## config.mk

```make
export PLATFORM = sky130hd
export DESIGN_NAME = frame_duplicate_filter_unit
export DESIGN_NICKNAME = d
export VERILOG_FILES = /design/src/rtl/fdf_pkg.sv /design/src/rtl/fdf_cell.sv /design/src/rtl/frame_duplicate_filter_unit.sv
export SDC_FILE = /design/constraint.sdc
export NUM_CORES = 2
export LEC_CHECK = 0
export BUFFER_PORTS_ARGS = -buffer_cell sky130_fd_sc_hd__buf_2
export CAP_MARGIN = 20
export CORE_UTILIZATION = 59
export CTS_BUF_LIST = sky130_fd_sc_hd__clkbuf_4
export CTS_CLUSTER_SIZE = 30
export DETAILED_ROUTE_END_ITERATION = 6
export GPL_ROUTABILITY_DRIVEN = 0
export PLACE_DENSITY = 0.72
export SLEW_MARGIN = 30
export SYNTH_ARGS = -nofsm -noshare
export SYNTH_HDL_FRONTEND = slang
export SYNTH_SLANG_ARGS = --single-unit
```

## constraint.sdc

```tcl
create_clock -name clock -period 133.6 [get_ports clock]
set_input_delay 13.36 -clock clock [delete_from_list [all_inputs] [get_ports clock]]
set_output_delay 13.36 -clock clock [all_outputs]
set_load 0.005 [all_outputs]
```

## src/rtl/fdf_pkg.sv

```systemverilog
// Shared types and constants for the frame duplicate filter.
// Holds the transfer payload structs, the cell probe struct and the hash constants.
// No dependencies.
`default_nettype none

package fdf_pkg;

   localparam int unsigned HASH_W            = 32;
   localparam int unsigned BYTE_W            = 8;
   localparam int unsigned HISTORY_SLOTS_DEF = 32;

   localparam logic [HASH_W-1:0] FNV_BASIS = 32'd2166136261;
   localparam logic [HASH_W-1:0] FNV_PRIME = 32'd16777619;

   typedef struct packed {
      logic [BYTE_W-1:0] data_byte;
      logic              frame_end;
   } req_type;

   typedef struct packed {
      logic              is_duplicate;
      logic [HASH_W-1:0] hash_value;
   } rsp_type;

   typedef struct packed {
      logic              vld;
      logic              match;
      logic [HASH_W-1:0] hash;
   } probe_type;

endpackage

`default_nettype wire

```

## src/rtl/fdf_cell.sv

```systemverilog
// One history cell: holds a stored frame hash and checks a passing probe against it.
// The probe and its match flag move on to the next cell every cycle.
// Depends on fdf_pkg.
`default_nettype none

module fdf_cell (
   input  logic                             clock,
   input  logic                             reset,
   input  logic                             shift_en,
   input  logic                             valid,
   input  logic [fdf_pkg::HASH_W-1:0]       prev_entry,
   output logic [fdf_pkg::HASH_W-1:0]       entry,
   input  fdf_pkg::probe_type               upstream_probe,
   output fdf_pkg::probe_type               downstream_probe
);
   import fdf_pkg::*;

   logic [HASH_W-1:0] entry_ff;
   logic [HASH_W-1:0] entry_in;
   probe_type         probe_ff;
   probe_type         probe_in;

   always_comb begin
      entry_in       = shift_en ? prev_entry : entry_ff;
      probe_in.vld   = upstream_probe.vld;
      probe_in.hash  = upstream_probe.hash;
      probe_in.match = upstream_probe.match |
                       (valid && (entry_ff == upstream_probe.hash));
   end

   always_ff @(posedge clock) begin
      if (reset) begin
         probe_ff.vld <= 1'b0;
      end else begin
         probe_ff.vld <= probe_in.vld;
      end
      entry_ff       <= entry_in;
      probe_ff.match <= probe_in.match;
      probe_ff.hash  <= probe_in.hash;
   end

   assign entry            = entry_ff;
   assign downstream_probe = probe_ff;

endmodule

`default_nettype wire

```

## src/rtl/frame_duplicate_filter_unit.sv

```systemverilog
// Frame duplicate filter top level: FNV-1a hashing, control and the row of history cells.
// Depends on fdf_pkg and fdf_cell.
//
// Frame bytes are taken one per cycle while the unit is idle and folded into a 32-bit
// FNV-1a hash. The last byte of a frame starts a search: the finished hash walks down
// a row of HISTORY_SLOTS cells, one cell per cycle, each cell checking it against one
// stored hash of a recent new frame. A byte that does not end a frame leaves the unit
// ready for the next byte; a byte that ends a frame holds off the next transfer while
// the probe walks down the cell row, and longer while the result output is stalled.
// A new hash enters the first cell and pushes the oldest one out of the last. The result
// is held in an output register until it is taken.
`default_nettype none

module frame_duplicate_filter_unit #(
   parameter int unsigned HISTORY_SLOTS = fdf_pkg::HISTORY_SLOTS_DEF
) (
   input  logic             clock,
   input  logic             reset,
   input  logic             req_valid,
   output logic             req_ready,
   input  fdf_pkg::req_type req_data,
   output logic             rsp_valid,
   input  logic             rsp_ready,
   output fdf_pkg::rsp_type rsp_data
);
   import fdf_pkg::*;

   localparam int unsigned COUNT_W = $clog2(HISTORY_SLOTS + 1);

   typedef enum logic [2:0] {
      ST_IDLE   = 3'b001,
      ST_SEARCH = 3'b010,
      ST_POST   = 3'b100
   } state_type;

   function automatic logic [HASH_W-1:0] fnv_step(input logic [HASH_W-1:0] h,
                                                  input logic [BYTE_W-1:0] b);
      logic [HASH_W-1:0] x;
      x = h ^ {{(HASH_W-BYTE_W){1'b0}}, b};
      return x * FNV_PRIME;
   endfunction

   state_type         state_ff, state_in;
   logic [HASH_W-1:0] hash_ff, hash_in;
   logic [HASH_W-1:0] probe_hash_ff, probe_hash_in;
   logic              start_ff, start_in;
   logic              dup_ff, dup_in;
   logic [COUNT_W-1:0] count_ff, count_in;
   logic              rsp_valid_ff, rsp_valid_in;
   rsp_type           rsp_data_ff, rsp_data_in;

   logic              accept;
   logic              shift_en;
   logic [HASH_W-1:0] hash_next;
   probe_type         launch_probe;
   probe_type         tail_probe;
   probe_type         cell_probe [HISTORY_SLOTS];
   logic [HASH_W-1:0] cell_entry [HISTORY_SLOTS];
   logic [HISTORY_SLOTS-1:0] cell_valid;

   assign req_ready = (state_ff == ST_IDLE);
   assign accept    = req_valid && req_ready;
   assign hash_next = fnv_step(hash_ff, req_data.data_byte);

   assign launch_probe.vld   = start_ff;
   assign launch_probe.match = 1'b0;
   assign launch_probe.hash  = probe_hash_ff;
   assign tail_probe         = cell_probe[HISTORY_SLOTS-1];

   for (genvar g = 0; g < HISTORY_SLOTS; g++) begin : g_cell
      assign cell_valid[g] = (COUNT_W'(g) < count_ff);
      if (g == 0) begin : g_head
         fdf_cell u_cell (
            .clock            (clock),
            .reset            (reset),
            .shift_en         (shift_en),
            .valid            (cell_valid[g]),
            .prev_entry       (probe_hash_ff),
            .entry            (cell_entry[g]),
            .upstream_probe   (launch_probe),
            .downstream_probe (cell_probe[g])
         );
      end else begin : g_body
         fdf_cell u_cell (
            .clock            (clock),
            .reset            (reset),
            .shift_en         (shift_en),
            .valid            (cell_valid[g]),
            .prev_entry       (cell_entry[g-1]),
            .entry            (cell_entry[g]),
            .upstream_probe   (cell_probe[g-1]),
            .downstream_probe (cell_probe[g])
         );
      end
   end

   always_comb begin
      state_in      = state_ff;
      hash_in       = hash_ff;
      probe_hash_in = probe_hash_ff;
      start_in      = 1'b0;
      dup_in        = dup_ff;
      count_in      = count_ff;
      shift_en      = 1'b0;
      rsp_valid_in  = rsp_valid_ff && !rsp_ready;
      rsp_data_in   = rsp_data_ff;
      case (state_ff)
         ST_IDLE: begin
            if (accept) begin
               if (req_data.frame_end) begin
                  probe_hash_in = hash_next;
                  hash_in       = FNV_BASIS;
                  start_in      = 1'b1;
                  state_in      = ST_SEARCH;
               end else begin
                  hash_in = hash_next;
               end
            end
         end
         ST_SEARCH: begin
            if (tail_probe.vld) begin
               dup_in   = tail_probe.match;
               state_in = ST_POST;
            end
         end
         ST_POST: begin
            if (!rsp_valid_ff || rsp_ready) begin
               rsp_valid_in             = 1'b1;
               rsp_data_in.is_duplicate = dup_ff;
               rsp_data_in.hash_value   = probe_hash_ff;
               if (!dup_ff) begin
                  shift_en = 1'b1;
                  if (count_ff != COUNT_W'(HISTORY_SLOTS)) begin
                     count_in = count_ff + COUNT_W'(1);
                  end
               end
               state_in = ST_IDLE;
            end
         end
         default: begin
            state_in = ST_IDLE;
         end
      endcase
   end

   always_ff @(posedge clock) begin
      if (reset) begin
         state_ff     <= ST_IDLE;
         hash_ff      <= FNV_BASIS;
         start_ff     <= 1'b0;
         count_ff     <= '0;
         rsp_valid_ff <= 1'b0;
      end else begin
         state_ff     <= state_in;
         hash_ff      <= hash_in;
         start_ff     <= start_in;
         count_ff     <= count_in;
         rsp_valid_ff <= rsp_valid_in;
      end
   end

   always_ff @(posedge clock) begin
      probe_hash_ff <= probe_hash_in;
      dup_ff        <= dup_in;
      rsp_data_ff   <= rsp_data_in;
   end

   assign rsp_valid = rsp_valid_ff;
   assign rsp_data  = rsp_data_ff;

endmodule

`default_nettype wire
```

==> Yosys cells after proc, flatten, opt, wreduce, memory -nomap -nowiden <==
Cells that the tools add are included.
W data, S select, Z words.
{ "classes": {"n_addsub": 1, "n_mul": 1, "magnitude_cmp": 32, "n_eq_ne": 40, "mux": 12, "bitwise_logic": 35, "n_reduce_logical": 44} }
{ "ops": {"columns": ["cell", "count"], "rows": [
  ["$eq A32 B32 Y1", 32],
  ["$lt A5 B6 Y1 const A", 16],
  ["$lt A4 B6 Y1 const A", 8],
  ["$logic_and A1 B1 Y1", 34],
  ["$mul A32 B25 Y32 const B", 1],
  ["$mux W32", 1],
  ["$xor A32 B8 Y32", 1],
  ["$or A1 B1 Y1", 31],
  ["$lt A3 B6 Y1 const A", 4],
  ["$lt A1 B6 Y1 const A", 2],
  ["$lt A2 B6 Y1 const A", 2],
  ["$mux W3", 4],
  ["$pmux W3 S3", 1],
  ["$reduce_and A4 Y1", 2],
  ["$add A6 B1 Y6 const B", 1],
  ["$mux W1", 6],
  ["$ne A2 B1 Y1 const B", 3],
  ["$ne A6 B6 Y1 const B", 1],
  ["$reduce_and A2 Y1", 3],
  ["$eq A3 B1 Y1 const B", 1],
  ["$eq A3 B2 Y1 const B", 1],
  ["$eq A3 B3 Y1 const B", 1],
  ["$not A1 Y1", 3],
  ["$reduce_and A3 Y1", 1],
  ["4 further kinds", 5]
]} }
{ "word_totals": {"ff_bits": 2189, "input_bits": 13, "out_inout_bits": 35} }

==> Logic depth before layout (Yosys ltp) <==
{ "logic_depth": {"ltp_word": 4, "depth_mapped": 23, "depth_no_buf": 23} }

==> Hierarchy <==
A second synthesis with hierarchy kept.
{ "unflattened": {"hier_cells": 4497, "area_unflattened_um2": 73969.7} }
{ "by_module_without_submodules": {"columns": ["mod", "n_inst", "cells_each", "area_per_inst_um2", "seq_area_each_um2"], "rows": [
  ["fdf_cell", 32, 111, 2003.2, 1641.6],
  ["frame_duplicate_filter_unit", 1, 945, 9868.2, 2842.7]
]} }

==> Worst setup path before layout <==
OpenSTA, ideal clock, no wires.
{ "synth_timing": {"kind": "input port to flip-flop", "start": "input rsp_ready", "end": "register count_ff[5]", "setup_time_ps": 73, "t_arrival_ps": 91270, "t_required_ps": 133527, "slack_ps": 42257, "stages": 5, "path_cell_list": "nor2b_1 > nor3_1 > nand4_1 > or3_1 > a21oi_1"} }
{ "synth_via": {"elab_chain_len": 2} }
{ "synth_lines": {"columns": ["item", "line_no", "source"], "rows": [
  ["start, declared", "frame_duplicate_filter_unit.sv:23", "input logic rsp_ready,"],
  ["$logic_or A1 B1 Y1", "frame_duplicate_filter_unit.sv:127", "if (!rsp_valid_ff || rsp_ready) begin"],
  ["$reduce_and A4 Y1 (no source line)", null, null],
  ["end signal, assigned", "frame_duplicate_filter_unit.sv:157", "count_ff <= count_in;"],
  ["end, declared", "frame_duplicate_filter_unit.sv:48", "logic [COUNT_W-1:0] count_ff, count_in;"]
]} }
No other way between the ends.
A chain may end at the register's enable or synchronous reset.

==> Worst setup path after layout <==
{ "layout_timing": {"start": "input req_data[7] (netlist name)", "end": "register hash_ff[31]"} }
{ "layout_via": {"elab_chain_len": 3} }
{ "layout_lines": {"columns": ["item", "line_no", "source"], "rows": [
  ["start, declared", "frame_duplicate_filter_unit.sv:21", "input fdf_pkg::req_type req_data,"],
  ["$xor A32 B8 Y32", "frame_duplicate_filter_unit.sv:39", "x = h ^ {{(HASH_W-BYTE_W){1'b0}}, b};"],
  ["$mul A32 B25 Y32", "frame_duplicate_filter_unit.sv:40", "return x * FNV_PRIME;"],
  ["$mux W32", "frame_duplicate_filter_unit.sv:110", "if (req_data.frame_end) begin"],
  ["end signal, assigned", "frame_duplicate_filter_unit.sv:155", "hash_ff <= hash_in;"],
  ["end, declared", "frame_duplicate_filter_unit.sv:44", "logic [HASH_W-1:0] hash_ff, hash_in;"]
]} }
No other way between the ends.

==> impl_metrics.csv <==
group,metric,value,unit
power,switching_share,35.3,%
grt,antenna_found_initial,4,
hold_path,min_path_cells,0,
clock_network,cts_made_buffers,545,
detailed_routing,drt-total-wl,155000,microns
finish,drive_gt1_share,17.9,%
timing,fin_skew,93.7,ps
synthesis,yosys_warnings,0,
detailed_routing,met3_length,8580,microns
synthesis,syn-num-nets,4701,
critical_path,cpMaxStageDelayCell,"fa_1",
placement,dp_hpwl,112000,microns
power,clkPwrFrac,23.8,%
critical_path,crit_path_cell_trace,"buf_2 -> xnor2_1 -> inv_1 -> ha_1 -> ha_1 -> fa_1 -> ha_1 -> inv_1 -> fa_1 -> inv_1 -> ha_1 -> inv_1 -> fa_1 -> inv_1 -> ha_1 -> and3_1 -> nand2_1 -> nor3_1 -> nand3_1 -> a31oi_1 -> a31oi_1 -> o21ai_1 -> and4_1 -> nor3_1",
critical_path,r2r_start,"hash_ff[6]",
timing,period_needed,17610,ps
placement,placed_area,0.0754,sq mm
power,switching_power,0.814,mW
synthesis,synth_area_leaders,"edfxtp_1, dfxtp_1, xor2_1",
timing,worst_slew_pin_slew,951,ps
clock_network,clk_path_buf_depth,4,
detailed_routing,drt.antenna.violating_nets,0,
grt,grt_usage,25.0,%
detailed_routing,drc,0,
critical_path,cp_max_fo,5,
detailed_routing,dr.pass1.iters,5,
critical_path,crit_type,"in2reg",
synthesis,mappedNetlistArea,0.0730,sq mm
grt,grt_pass1_wl,231000,microns
clock_network,clkLatencyLatePin,1280,ps
placement,io_buffers,47,
detailed_routing,via_per_inst,5.17,
critical_path,slowest_delay,490,ps
detailed_routing,wire_per_inst,21.9,microns
die,io_pins,48,
grt,overflow,0,
power,internal-power,1.49,mW
synthesis,synth_seq_cells,2189,
detailed_routing,dr_wl_met2,77700,microns
synthesis,netlist-cell-type-count,60,
die,die_x,354,microns
timing,rsz0062_at_grt,"false",
power,ir_drop,34.8,uV
detailed_routing,wl_met1,64200,microns
power,p_comb_share,32.6,%
grt,grt_start_max_net_pins,185,
synthesis,synthTopCellsByCount,"dfxtp_1, edfxtp_1, xor2_1, xnor2_1, inv_1",
clock_network,cts_tree,"yes",
finish,fin_area,0.0824,sq mm
detailed_routing,drt_iter0_markers,2845,
job,drv_cap,0,
detailed_routing,vias,36600,
outcome,outcome,"complete, no violations",
synthesis,synth-seq-area-share,75.0,%
timing,setup_tns,0,ps
critical_path,startpoint,"req_data[7]",
power,powerDensity,28.0,mW/mm^2
detailed_routing,highest_layer,"met5",
critical_path,cp-end-kind,"flop",
die,die-area,0.125,sq mm
finish,nets,5291,
synthesis,yosysTopAreaCellShare,44.8,%
synthesis,synth_most_common_cell,"dfxtp_1",
finish,syn2layout_area_growth,12.9,%
hold_path,hold_class,"reg2reg",
clock_network,hold_buffers,0,
critical_path,arrival,18720,ps
timing,finalCritPeriodShare,13.2,%
synthesis,netlist_instances,4430,
clock_network,cts_setup_buffers,0,
synthesis,synthFlopType,"dfxtp_1",
critical_path,critical_path.startpoint_type,"input pin",
clock_network,clk_pin_slew,70,ps
die,core,0.122,sq mm
synthesis,async_flop_share,0,%
timing,slew_headroom,36.6,%
clock_network,htreeDepth,6,
hold_path,worstHoldStart,"g_cell[1].g_body.u_cell.downstream_probe[0]",
die,rows,128,
timing,max_freq,56.8,MHz
power,leakage,31.2,nW
power,power,2.31,mW
die,die_h,354,microns
synthesis,synth_edf_count,1090,
clock_network,cts-root-buf,"clkbuf_4",
synthesis,synth_area_leader_cell,"edfxtp_1",
clock_network,post_cts_resized,0,
timing,setup_violations,0,
die,start_util,59.7,%
synthesis,syn-mean-instance-area,16.5,sq um
timing,drv_slew,0,
grt,first_global_vias,38400,
critical_path,cp_data_required_time,134710,ps
timing,hold_violations,0,
power,power_frac_seq,43.6,%
critical_path,reg2reg_depth,23,
clock_network,clkSinkCount,2189,
layout by cell type, fill, tap and decap left out, types with 19 or more instances in the layout:
master and count:
fa_1 74, nand4_1 127, inv_2 19, edfxtp_1 1090
nand3_1 24, a21oi_1 33, xor2_1 583, buf_2 47
a41o_1 24, nor2_1 57, dfxtp_1 1099, nor3_1 42
clkbuf_4 852, clkinv_1 81, inv_1 192, xnor2_1 501
nor2b_1 37, nand2_1 45, ha_1 184, nor4_1 155
worst max-delay path, delay by kind of cell:
kind                     cells  cell delay (ps)
adder cells (fa/ha/maj)      8             2820
AND/OR/NAND/NOR              6              960
AO/OA/AOI/OAI                3              720
buffers and inverters        6              450
XOR/XNOR                     1              380
power by group through the flow:
stage | sequential [mW] | combinational [mW] | clock [mW]
finish | 1.01 | 0.751 | 0.550
global route | 1.02 | 0.835 | 0.597
CTS | 1.01 | 0.744 | 0.560
detailed placement | 1.02 | 0.734 | 0
global placement | 1.02 | 0.723 | 0
floorplan | 0.963 | 0.557 | 0
per-layer routing:
layer  vias to the layer above  track usage (%)
met5                         -                0
met3                       277             5.33
met2                      1095             41.9
met4                         2             9.85
met1                     18100             32.0
li1                      17200                -
area by class of cell:
cell class	instances	area, sq um
Antenna cell	10	25.0
Clock buffer	852	6400
Clock inverter	114	533
Fill cell	8337	39800
Inverter	192	721
Multi-Input combinational cell	2027	17500
Sequential cell	2189	54700
Tap cell	1625	2030
Timing Repair Buffer	65	479
sequential cells by signal (all words and copies together), names as in the netlist:
signal,count
g_cell.g_head.u_cell.entry,32
state_ff,3
count_ff,6
start_ff,1
rsp_valid,1
g_cell.g_body.u_cell.downstream_probe,1022
g_cell.g_head.u_cell.downstream_probe,34
dup_ff,1
hash_ff,32
probe_hash_ff,32
rsp_data,33
g_cell.g_body.u_cell.entry,992
metrics by stage:
stage / hold slack (ps) / util [%] / setup slack [ps] / std cells
after detailed placement: 353 / 61.7 / 114830 / 6096
after global placement: 351 / 61.7 / 114930 / 6095
after global routing: 324 / 67.4 / 115790 / 7073
final: 313 / 67.4 / 115990 / 7074
after floorplan: 349 / - / 42260 / 4430
after CTS: 308 / 67.4 / 116130 / 7062
cell families (layout without fill, tap and decap cells):
group           Yosys count  in the layout  synth area share (%)
mux                       1              1                0.0137
flops                  2189           2189                  75.0
other cells               0             10                     0
fa+ha+maj               258            258                  5.18
compound gates          163            163                  1.68
buf+inv                 214           1223                  1.10
xor+xnor               1084           1084                  13.0
simple gates            521            521                  4.03
worst paths after layout:
kind	endpoint	slack [ps]
max	hash_ff[31]	115990
min	g_cell[2].g_body.u_cell.downstream_probe[0]	310
min reg2reg	g_cell[2].g_body.u_cell.downstream_probe[0]	310
max reg2reg	hash_ff[31]	127880
(Power assumes the default switching activity.)
